==> src/rtl/mm3_pkg.sv <==
// ----------------------------------------------------------------------------
// MurmurHash3 stream hash package
// Constants, action codes and the controller/datapath command types.
// ----------------------------------------------------------------------------
package mm3_pkg;

    localparam logic [31:0] C1 = 32'hcc9e2d51;
    localparam logic [31:0] C2 = 32'h1b873593;
    localparam logic [31:0] MIX_ADD = 32'he6546b64;
    localparam logic [31:0] F1 = 32'h85ebca6b;
    localparam logic [31:0] F2 = 32'hc2b2ae35;

    localparam logic [1:0] ACT_FEED     = 2'd0;
    localparam logic [1:0] ACT_FEED_FIN = 2'd1;
    localparam logic [1:0] ACT_FIN      = 2'd2;
    localparam logic [1:0] ACT_NONE     = 2'd3;

    typedef enum logic [3:0] {
        OP_IDLE,
        OP_FEED,
        OP_MUL_C1,
        OP_MUL_C2,
        OP_MIX,
        OP_TAIL,
        OP_FOLD,
        OP_MUL_F1,
        OP_MUL_F2,
        OP_EMIT
    } t_op;

    typedef struct packed {
        t_op op;
    } t_cmd;

    typedef struct packed {
        logic pos_full;
        logic has_tail;
    } t_status;

endpackage

==> src/rtl/mm3_in_if.sv <==
// ----------------------------------------------------------------------------
// MurmurHash3 input channel
// Valid/ready channel that carries one action and one message byte.
// ----------------------------------------------------------------------------
interface mm3_in_if;
    logic       valid;
    logic       ready;
    logic [1:0] action;
    logic [7:0] data_byte;

    modport source (output valid, output action, output data_byte, input ready);
    modport sink (input valid, input action, input data_byte, output ready);
endinterface

==> src/rtl/mm3_out_if.sv <==
// ----------------------------------------------------------------------------
// MurmurHash3 output channel
// Valid/ready channel that carries one finished 32-bit hash.
// ----------------------------------------------------------------------------
interface mm3_out_if;
    logic        valid;
    logic        ready;
    logic [31:0] hash_value;

    modport source (output valid, output hash_value, input ready);
    modport sink (input valid, input hash_value, output ready);
endinterface

==> src/rtl/mm3_datapath.sv <==
// ----------------------------------------------------------------------------
// MurmurHash3 datapath
// Byte collection, running hash, byte count, one shared 32x32 multiplier
// and the output hash register.
// ----------------------------------------------------------------------------
module mm3_datapath (
    input  logic            i_clk,
    input  logic            i_rst_n,
    input  mm3_pkg::t_cmd   i_cmd,
    input  logic [7:0]      i_data_byte,
    output mm3_pkg::t_status o_status,
    output logic [31:0]     o_hash_value
);
    import mm3_pkg::*;

    logic [31:0] r_hash;
    logic [31:0] r_total;
    logic [31:0] r_acc;
    logic [31:0] r_hash_out;
    logic [1:0]  r_pos;
    logic [7:0]  r_pend [3];

    logic [31:0] mul_a;
    logic [31:0] mul_b;
    logic [31:0] prod;
    logic [31:0] mix_x;
    logic [31:0] mix_r;
    logic [31:0] fold_x;

    always_comb begin
        unique case (i_cmd.op)
            OP_MUL_C2: begin
                mul_a = {r_acc[16:0], r_acc[31:17]};
                mul_b = C2;
            end
            OP_MUL_F1: begin
                mul_a = r_acc;
                mul_b = F1;
            end
            OP_MUL_F2: begin
                mul_a = r_acc ^ (r_acc >> 13);
                mul_b = F2;
            end
            default: begin
                mul_a = r_acc;
                mul_b = C1;
            end
        endcase
    end

    assign prod   = mul_a * mul_b;
    assign mix_x  = r_hash ^ r_acc;
    assign mix_r  = {mix_x[18:0], mix_x[31:19]};
    assign fold_x = r_hash ^ r_total ^ (o_status.has_tail ? r_acc : 32'd0);

    always_ff @(posedge i_clk) begin
        if (!i_rst_n) begin
            r_hash  <= '0;
            r_total <= '0;
            r_pos   <= '0;
        end else begin
            unique case (i_cmd.op)
                OP_FEED: begin
                    r_total <= r_total + 32'd1;
                    if (r_pos == 2'd3) begin
                        r_pos <= '0;
                    end else begin
                        r_pos <= r_pos + 2'd1;
                    end
                end
                OP_MIX: begin
                    r_hash <= (mix_r << 2) + mix_r + MIX_ADD;
                end
                OP_EMIT: begin
                    r_hash  <= '0;
                    r_total <= '0;
                    r_pos   <= '0;
                end
                default: begin
                end
            endcase
        end
    end

    always_ff @(posedge i_clk) begin
        unique case (i_cmd.op)
            OP_FEED: begin
                if (r_pos == 2'd3) begin
                    r_acc <= {i_data_byte, r_pend[2], r_pend[1], r_pend[0]};
                end else begin
                    r_pend[r_pos] <= i_data_byte;
                end
            end
            OP_MUL_C1, OP_MUL_C2, OP_MUL_F1, OP_MUL_F2: begin
                r_acc <= prod;
            end
            OP_TAIL: begin
                r_acc <= {8'h00,
                          (r_pos == 2'd3) ? r_pend[2] : 8'h00,
                          (r_pos >= 2'd2) ? r_pend[1] : 8'h00,
                          r_pend[0]};
            end
            OP_FOLD: begin
                r_acc <= fold_x ^ (fold_x >> 16);
            end
            OP_EMIT: begin
                r_hash_out <= r_acc ^ (r_acc >> 16);
            end
            default: begin
            end
        endcase
    end

    assign o_status.pos_full = (r_pos == 2'd3);
    assign o_status.has_tail = (r_pos != 2'd0);
    assign o_hash_value      = r_hash_out;

endmodule

==> src/rtl/mm3_ctrl.sv <==
// ----------------------------------------------------------------------------
// MurmurHash3 controller
// Sequences block mixing, tail folding and the final avalanche, and owns
// both channel handshakes.
// ----------------------------------------------------------------------------
module mm3_ctrl (
    input  logic             i_clk,
    input  logic             i_rst_n,
    input  logic             i_in_valid,
    input  logic [1:0]       i_action,
    output logic             o_in_ready,
    output logic             o_out_valid,
    input  logic             i_out_ready,
    input  mm3_pkg::t_status i_status,
    output mm3_pkg::t_cmd    o_cmd
);
    import mm3_pkg::*;

    typedef enum logic [3:0] {
        S_IDLE,
        S_C1,
        S_C2,
        S_MIX,
        S_TAIL,
        S_T1,
        S_T2,
        S_FOLD,
        S_F1,
        S_F2,
        S_EMIT
    } t_state;

    t_state r_state;
    t_state n_state;
    logic   r_fin;
    logic   n_fin;
    logic   r_out_valid;
    logic   accept;
    logic   out_free;

    assign o_in_ready  = (r_state == S_IDLE);
    assign o_out_valid = r_out_valid;
    assign accept      = i_in_valid && o_in_ready;
    assign out_free    = !r_out_valid || i_out_ready;

    always_comb begin
        n_state    = r_state;
        n_fin      = r_fin;
        o_cmd.op   = OP_IDLE;
        unique case (r_state)
            S_IDLE: begin
                if (accept) begin
                    unique case (i_action)
                        ACT_FEED: begin
                            o_cmd.op = OP_FEED;
                            n_fin    = 1'b0;
                            if (i_status.pos_full) begin
                                n_state = S_C1;
                            end
                        end
                        ACT_FEED_FIN: begin
                            o_cmd.op = OP_FEED;
                            n_fin    = 1'b1;
                            n_state  = i_status.pos_full ? S_C1 : S_TAIL;
                        end
                        ACT_FIN: begin
                            n_state = i_status.has_tail ? S_TAIL : S_FOLD;
                        end
                        ACT_NONE: begin
                        end
                        default: begin
                        end
                    endcase
                end
            end
            S_C1: begin
                o_cmd.op = OP_MUL_C1;
                n_state  = S_C2;
            end
            S_C2: begin
                o_cmd.op = OP_MUL_C2;
                n_state  = S_MIX;
            end
            S_MIX: begin
                o_cmd.op = OP_MIX;
                n_state  = r_fin ? S_FOLD : S_IDLE;
            end
            S_TAIL: begin
                o_cmd.op = OP_TAIL;
                n_state  = S_T1;
            end
            S_T1: begin
                o_cmd.op = OP_MUL_C1;
                n_state  = S_T2;
            end
            S_T2: begin
                o_cmd.op = OP_MUL_C2;
                n_state  = S_FOLD;
            end
            S_FOLD: begin
                o_cmd.op = OP_FOLD;
                n_state  = S_F1;
            end
            S_F1: begin
                o_cmd.op = OP_MUL_F1;
                n_state  = S_F2;
            end
            S_F2: begin
                o_cmd.op = OP_MUL_F2;
                n_state  = S_EMIT;
            end
            S_EMIT: begin
                if (out_free) begin
                    o_cmd.op = OP_EMIT;
                    n_state  = S_IDLE;
                end
            end
            default: begin
                n_state = S_IDLE;
            end
        endcase
    end

    always_ff @(posedge i_clk) begin
        if (!i_rst_n) begin
            r_state     <= S_IDLE;
            r_fin       <= 1'b0;
            r_out_valid <= 1'b0;
        end else begin
            r_state <= n_state;
            r_fin   <= n_fin;
            if (o_cmd.op == OP_EMIT) begin
                r_out_valid <= 1'b1;
            end else if (i_out_ready) begin
                r_out_valid <= 1'b0;
            end
        end
    end

endmodule

==> src/rtl/murmur3_32_stream_hash.sv <==
// ----------------------------------------------------------------------------
// MurmurHash3 x86_32 stream hash
// Hashes a byte stream with seed zero and returns one 32-bit hash per message.
// ----------------------------------------------------------------------------
// Each request on i_in carries an action and a byte. Action 0 feeds a byte,
// action 1 feeds a byte and finishes the message, action 2 finishes without
// a byte, and action 3 is taken and ignored.
// A byte that does not complete a 4-byte block is only stored and counted.
// A byte that completes a block also sends the block through the single
// shared 32x32 multiplier twice and then through the hash mix step.
// A finish loads the leftover bytes as a tail block when there are any and
// scrambles them, then runs fold and avalanche, again through the shared
// multiplier. The last step writes the output register and sets o_out.valid.
// The output register lets the next message start while a hash waits. If the
// receiver holds o_out.ready low, a second finish stops before writing the
// output register until the first hash is taken, and i_in stays not ready.
// After reset the hash state, byte count and output valid are all clear.
// ----------------------------------------------------------------------------
module murmur3_32_stream_hash (
    input  logic  i_clk,
    input  logic  i_rst_n,
    mm3_in_if.sink    i_in,
    mm3_out_if.source o_out
);
    import mm3_pkg::*;

    t_cmd    cmd;
    t_status status;

    mm3_ctrl u_ctrl (
        .i_clk       (i_clk),
        .i_rst_n     (i_rst_n),
        .i_in_valid  (i_in.valid),
        .i_action    (i_in.action),
        .o_in_ready  (i_in.ready),
        .o_out_valid (o_out.valid),
        .i_out_ready (o_out.ready),
        .i_status    (status),
        .o_cmd       (cmd)
    );

    mm3_datapath u_datapath (
        .i_clk        (i_clk),
        .i_rst_n      (i_rst_n),
        .i_cmd        (cmd),
        .i_data_byte  (i_in.data_byte),
        .o_status     (status),
        .o_hash_value (o_out.hash_value)
    );

    a_emit_slot_free: assert property (@(posedge i_clk) disable iff (!i_rst_n)
        cmd.op == OP_EMIT |-> (!o_out.valid || o_out.ready))
        else $error("hash written while previous hash still pending");

    a_feed_on_accept: assert property (@(posedge i_clk) disable iff (!i_rst_n)
        cmd.op == OP_FEED |-> (i_in.valid && i_in.ready))
        else $error("byte stored without an accepted request");

    a_busy_no_ready: assert property (@(posedge i_clk) disable iff (!i_rst_n)
        (cmd.op != OP_IDLE && cmd.op != OP_FEED) |-> !i_in.ready)
        else $error("input ready while the datapath is busy");

    a_emit_sets_valid: assert property (@(posedge i_clk) disable iff (!i_rst_n)
        cmd.op == OP_EMIT |=> o_out.valid)
        else $error("finished hash not presented");

endmodule

==> src/flat_wrapper.sv <==
// flat-port wrapper written by rule: the top's interface ports become plain ports
module murmur3_32_stream_hash_flat import mm3_pkg::*;
  (i_clk, i_rst_n, i_in_valid, i_in_action, i_in_data_byte, i_in_ready, o_out_valid, o_out_hash_value, o_out_ready);
  mm3_in_if i_in_i ();
  mm3_out_if o_out_i ();
  input  logic i_clk;
  input  logic i_rst_n;
  input wire logic [$bits(i_in_i.valid)-1:0] i_in_valid;
  input wire logic [$bits(i_in_i.action)-1:0] i_in_action;
  input wire logic [$bits(i_in_i.data_byte)-1:0] i_in_data_byte;
  output wire logic [$bits(i_in_i.ready)-1:0] i_in_ready;
  output wire logic [$bits(o_out_i.valid)-1:0] o_out_valid;
  output wire logic [$bits(o_out_i.hash_value)-1:0] o_out_hash_value;
  input wire logic [$bits(o_out_i.ready)-1:0] o_out_ready;
  assign i_in_i.valid = i_in_valid;
  assign i_in_i.action = i_in_action;
  assign i_in_i.data_byte = i_in_data_byte;
  assign i_in_ready = i_in_i.ready;
  assign o_out_valid = o_out_i.valid;
  assign o_out_hash_value = o_out_i.hash_value;
  assign o_out_i.ready = o_out_ready;
  murmur3_32_stream_hash u_core (.i_clk(i_clk), .i_rst_n(i_rst_n), .i_in(i_in_i), .o_out(o_out_i));
endmodule
==> config.mk <==
export PLATFORM = sky130hd
export DESIGN_NAME = murmur3_32_stream_hash_flat
export DESIGN_NICKNAME = d
export VERILOG_FILES = /design/src/rtl/mm3_pkg.sv /design/src/rtl/mm3_in_if.sv /design/src/rtl/mm3_out_if.sv /design/src/rtl/mm3_datapath.sv /design/src/rtl/mm3_ctrl.sv /design/src/rtl/murmur3_32_stream_hash.sv /design/src/flat_wrapper.sv
export SDC_FILE = /design/constraint.sdc
export NUM_CORES = 1
export LEC_CHECK = 0
export BUFFER_PORTS_ARGS = -buffer_cell sky130_fd_sc_hd__buf_2
export CAP_MARGIN = 5
export CORE_ASPECT_RATIO = 1.4
export CORE_MARGIN = 2
export CORE_UTILIZATION = 26
export DETAILED_ROUTE_END_ITERATION = 16
export MAX_ROUTING_LAYER = met4
export PLACE_DENSITY_LB_ADDON = 0.25
export SYNTH_ARGS = -nofsm -noshare
export SYNTH_HDL_FRONTEND = slang
export SYNTH_SLANG_ARGS = --single-unit
==> constraint.sdc <==
create_clock -name i_clk -period 7.45 [get_ports i_clk]
set_input_delay 0.3725 -clock i_clk [delete_from_list [all_inputs] [get_ports i_clk]]
set_output_delay 0.3725 -clock i_clk [all_outputs]
set_load 0.02 [all_outputs]
==> results of run 1 <==
metrics by stage:
| step | TNS (ns) | instance area [um2] | utilization [%] |
|---|---|---|---|
| after floorplan | -1.282 | 24670 | - |
| after detailed placement | -7.014 | 29640 | 31.99 |
| after global placement | -7.170 | 29640 | 31.99 |
| final | -3.825 | 31640 | 34.15 |
| after global routing | -6.913 | 31640 | 34.14 |
| after CTS | -3.750 | 30880 | 33.33 |
layout make-up:
type	instances	area [um2]
fillers	9647	61010
inverters	558	2097
multi-input cells	1812	19000
clock inverters	15	192.7
clock buffers	17	425.4
repair buffers	555	4319
diodes	1	2.502
flip-flops and latches	160	4094
well taps	1206	1509
metal layers:
metal  wire (um)  GRT usage (%)  vias to the layer above
li1            -              -                     9166
met1       37760          23.22                    10050
met2       55010          40.95                      495
met3        2874          1.680                      277
met4       10100          17.27                        0
met5           0              -                        -
state kept, by name, indices dropped and copies added, names as in the netlist:
| register | flops |
|---|---|
| u_core.u_ctrl.o_out_valid | 1 |
| u_core.u_ctrl.r_fin | 1 |
| u_core.u_ctrl.r_state | 4 |
| u_core.u_datapath.o_hash_value | 32 |
| u_core.u_datapath.r_acc | 32 |
| u_core.u_datapath.r_hash | 32 |
| u_core.u_datapath.r_pend | 24 |
| u_core.u_datapath.r_pos | 2 |
| u_core.u_datapath.r_total | 32 |
cells in the mapped netlist, types with 7 or more instances:
cell,count
xor2_1,106
nand3_1,50
fa_1,392
edfxtp_1,88
a31oi_1,7
o21a_1,15
a21boi_0,13
nor2_1,160
and3_1,22
or2_2,12
nor2b_1,35
inv_1,558
o21ai_0,100
o211ai_1,8
nor3_1,16
a21oi_1,77
a21o_1,23
mux2i_1,14
ha_1,202
a22oi_1,37
nand2_1,200
clkbuf_1,82
and2_1,31
nand2b_1,41
o21bai_1,12
dfxtp_1,72
xnor2_1,152
or3_1,9
worst max-delay path: cells and delay by family (launching register included):
kind	cells	cell delay (ns)
fa+ha+maj	8	3.60
xor+xnor	9	1.61
compound gates	4	0.48
buf+inv	7	0.91
simple gates	4	0.73
flops	1	0.33
cell families (layout without fill, tap and decap cells):
kind of cell,Yosys count,count (layout),share of synthesized area [%]
buf+inv,649,1145,10.08
fa+ha+maj,594,594,42.61
flops,160,160,16.77
simple gates,606,606,11.78
other cells,0,1,0
xor+xnor,260,260,9.440
compound gates,336,336,8.654
mux,16,16,0.6680
layout by cell type, fill, tap and decap left out, types with 47 or more instances in the layout:
master / netlist / layout
o21ai_0: 100 / 77
ha_1: 202 / 181
buf_2: 5 / 47
nor2_1: 160 / 125
xor2_1: 106 / 105
inv_1: 558 / 520
xnor2_1: 152 / 150
dfxtp_1: 72 / 68
fa_1: 392 / 349
a21oi_1: 77 / 56
nand2_1: 200 / 173
buf_4: 1 / 468
edfxtp_1: 88 / 88
what timing repair did:
item / in CTS / in global routing
hold buffers: 0 / 0
gates resized for setup: 140 / 164
pin swaps: 76 / 104
buffers inserted: 16 / 23
cloned: 1 / 0
setup endpoints to repair: 17 / 19
final timing paths:
kind | start | end | slack (ns) | cells after the start
worst max-delay path | u_core.u_ctrl.r_state[0] | u_core.u_datapath.r_acc[31] | -0.48 | 32
worst min register to register | u_core.u_datapath.r_hash[31] | u_core.u_datapath.r_hash[31] | 0.51 | 2
worst max register to register | u_core.u_ctrl.r_state[0] | u_core.u_datapath.r_acc[31] | -0.48 | 32
worst min-delay path | i_in_data_byte[1] | u_core.u_datapath.r_pend[0][1] | 0.18 | 1
==> metrics.yaml, run 1 <==
status: "finished, violations left"
violations: "setup timing"
grt_max_degree: 48
dr.pass1.iters: 5
routabilityCongestion: 1.007
critPathRequiredTime_ns: 7.64
drc: 0
clk_latency_ns: 0.46
critPathMaxFanout: 7
io_buffers: 47
routed_wl_um: 105700
root_buffer: "clkbuf_16"
grt_pass1_wl_um: 151700
io_pins: 48
rsz0062_at_grt: "yes"
netlist.top_cell.by_area: "fa_1"
nets: 3712
drtIter0Drc: 989
drtAntennaViolNets: 0
synth_edf_count: 88
synth_area_mm2: 0.02435
synthFlopType: "edfxtp_1"
vias_per_cell: 4.622
core-area_mm2: 0.09265
finalClockSkew_ns: 0.02199
grt_pass1_vias: 21880
timing.final.crit_share_pct: 106.4
endpoint_kind: "register"
instances_no_fill: 4324
path_clk_slew_ns: 0.09
ys_seq_area_share_pct: 16.77
ys_async_sr_fraction_pct: 0
synth_top_area_share_pct: 32.23
grt_antenna_before_repair: 0
crit_slowest_cell: "fa_2"
synth_cell_types: 72
hpwl_um: 92480
ys_ff_latch: 160
htreeDepth: 4
cts-buffers-inserted: 17
synth_nets: 3229
syn-instance-count: 2621
slew_viol_final: 0
dieArea_mm2: 0.09615
yosysWarnings: 0
die_x_um: 262.6
critPathArrivalTime_ns: 8.12
path_class: "register to register"
cp_common_cell: "xnor2_1"
worst_pin_slew_ns: 1.117
hold_ws_ns: 0.1803
start_kind: "register"
post-place-ws_ns: -0.7858
max_stage_delay_ns: 0.55
drive_gt1_share_pct: 27.69
finalHoldViolations: 0
fin_ws_ns: -0.4758
die_height_um: 366.1
dp_cells: 4252
grt_use_total_pct: 22.82
max_clock_freq_mhz: 126.2
setup_viol: 12
initial_core_util_pct: 26.28
rows: 132
cts_max_path_buffers: 2
tritoncts: "built"
synth_area_leaders: "fa_1 (32%), edfxtp_1 (11%), ha_1 (10%), inv_1 (8.6%), dfxtp_1 (5.9%)"
num_vias: 19990
syn_to_final_growth_pct: 29.94
max_cap_viol_count: 0
synth.avg_cell_area_um2: 9.290
cts_sinks: 160
routedWlPerCell_um: 24.46
globalRouteOverflowTotal: 0
finalCriticalPeriod_ns: 7.926
relSlewSlack_pct: 25.23
worstHoldPathType: "input pin to register"
Power of run 1 is not shown: default switching activity piles up to over one toggle a cycle in this logic, so the estimate is an artifact.
==> run 2: changes to the inputs <==
--- a/config.mk
+++ b/config.mk
@@ -5,8 +5,11 @@
 export SDC_FILE = /design/constraint.sdc
 export NUM_CORES = 1
 export LEC_CHECK = 0
+export ABC_CLOCK_PERIOD_IN_PS = 7450
 export BUFFER_PORTS_ARGS = -buffer_cell sky130_fd_sc_hd__buf_2
 export CAP_MARGIN = 5
+export CELL_PAD_IN_SITES_DETAIL_PLACEMENT = 1
+export CELL_PAD_IN_SITES_GLOBAL_PLACEMENT = 1
 export CORE_ASPECT_RATIO = 1.4
 export CORE_MARGIN = 2
 export CORE_UTILIZATION = 26
==> metrics.yaml, run 2 (synthesis gave the netlist of run 1 again) <==
status: "finished, violations left"
violations: "setup timing"
path_class: "register to register"
start_kind: "register"
cp_num_buf_inv: 4
relSlewSlack_pct: 18.70
grt_antenna_before_repair: 5
slew_viol_final: 0
drc: 0
die_x_um: 262.6
timing.rr.start: "u_core.u_ctrl.r_state[1]"
max_stage_delay_ns: 0.59
tritoncts: "built"
htreeDepth: 4
cts_max_path_buffers: 2
setup_viol: 12
endpoint_kind: "register"
die_height_um: 366.1
drtAntennaViolNets: 0
dr.pass1.iters: 5
critPathRequiredTime_ns: 7.63
critPathMaxFanout: 5
vias_per_cell: 4.720
routabilityCongestion: 1.018
finalClockSkew_ns: 0.01516
grt_max_degree: 48
root_buffer: "clkbuf_16"
rsz0062_at_grt: "yes"
dieArea_mm2: 0.09615
hold_ws_ns: 0.2369
critPathArrivalTime_ns: 8.17
grt_use_total_pct: 24.73
hold-path-endpoint: "u_core.u_datapath.r_pend[0][1]"
fin_ws_ns: -0.5408
reg2reg_slack_ns: -0.54
rows: 132
routed_wl_um: 115200
syn_to_final_growth_pct: 30.68
cts_sinks: 160
routedWlPerCell_um: 26.50
initial_core_util_pct: 26.28
crit_slowest_cell: "fa_1"
timing.final.crit_share_pct: 107.3
cts-buffers-inserted: 17
max_cap_viol_count: 0
nets: 3733
final_cell_mix: "inv_1 (529), buf_4 (494), fa_1 (350), ha_1 (182), nand2_1 (172)"
crit_family: "adder cells"
cp_common_cell: "fa_1"
hpwl_um: 101300
worst-r2r-cell-count: 28
reg2reg_to: "u_core.u_datapath.r_acc[31]"
grt_pass1_wl_um: 164800
globalRouteOverflowTotal: 0
max_clock_freq_mhz: 125.1
io_buffers: 47
core-area_mm2: 0.09265
finalHoldViolations: 0
fin_setup_tns_ns: -4.440
path_clk_slew_ns: 0.08
hp-start: "i_in_data_byte[1]"
worstHoldPathType: "input pin to register"
min_delay_path_depth: 1
grt_pass1_vias: 23740
drtIter0Drc: 894
finalCriticalPeriod_ns: 7.991
drive_gt1_share_pct: 27.85
io_pins: 48
clk_latency_ns: 0.46
layout_commonest_cell: "inv_1"
num_vias: 20520
worst_pin_slew_ns: 1.211
[run 2: worst max path at each step]
stage	endpoint	depth (start not counted)	startpoint	slack, ns
finish	u_core.u_datapath.r_acc[31]	28	u_core.u_ctrl.r_state[1]	-0.54
global route	u_core.u_datapath.r_acc[29]	35	u_core.u_ctrl.r_state[0]	-0.76
CTS	u_core.u_datapath.r_acc[31]	30	u_core.u_ctrl.r_state[1]	-0.53
detailed placement	u_core.u_datapath.r_acc[23]	31	u_core.u_ctrl.r_state[3]	-1.24
global placement	u_core.u_datapath.r_acc[31]	31	u_core.u_ctrl.r_state[3]	-1.01
floorplan	u_core.u_datapath.r_acc[23]	28	u_core.u_ctrl.r_state[1]	-0.29
[run 2: repair_timing]
item                                    in CTS  in global routing
pin swaps                                   57                 40
buffers inserted                            24                 15
hold buffers                                 0                  0
endpoints found under the setup margin      20                 20
cloned                                       1                  0
resized for setup                          115                168
[run 2: final cells by class]
class,instances,area (um2)
diodes,4,10.01
clock buffers,21,493.0
clock inverters,11,113.9
fillers,10590,60830
inverters,558,2112
multi-input cells,1812,19000
flip-flops and latches,160,4094
well taps,1206,1509
repair buffers,576,4488
[run 2: routing by layer]
metal / share of wire (%) / up-vias / GRT usage, %
met3: 2.2 / 305 / 1.942
met5: 0 / - / -
li1: - / 9193 / -
met4: 8.6 / 0 / 17.19
met2: 54 / 499 / 45.74
met1: 36 / 10530 / 24.54
[run 2: metrics by stage]
step / area [um2] / std cells / util, % / worst slack, ns
2_1_floorplan: 24670 / 2621 / - / -0.2871
3_3_place_gp: 29840 / 4272 / 32.20 / -1.010
3_5_place_dp: 29840 / 4272 / 32.20 / -1.240
4_1_cts: 31060 / 4329 / 33.53 / -0.5281
5_1_grt: 31820 / 4347 / 34.34 / -0.7644
6_report: 31820 / 4348 / 34.34 / -0.5408
Power of run 2 is left out for the same reason.
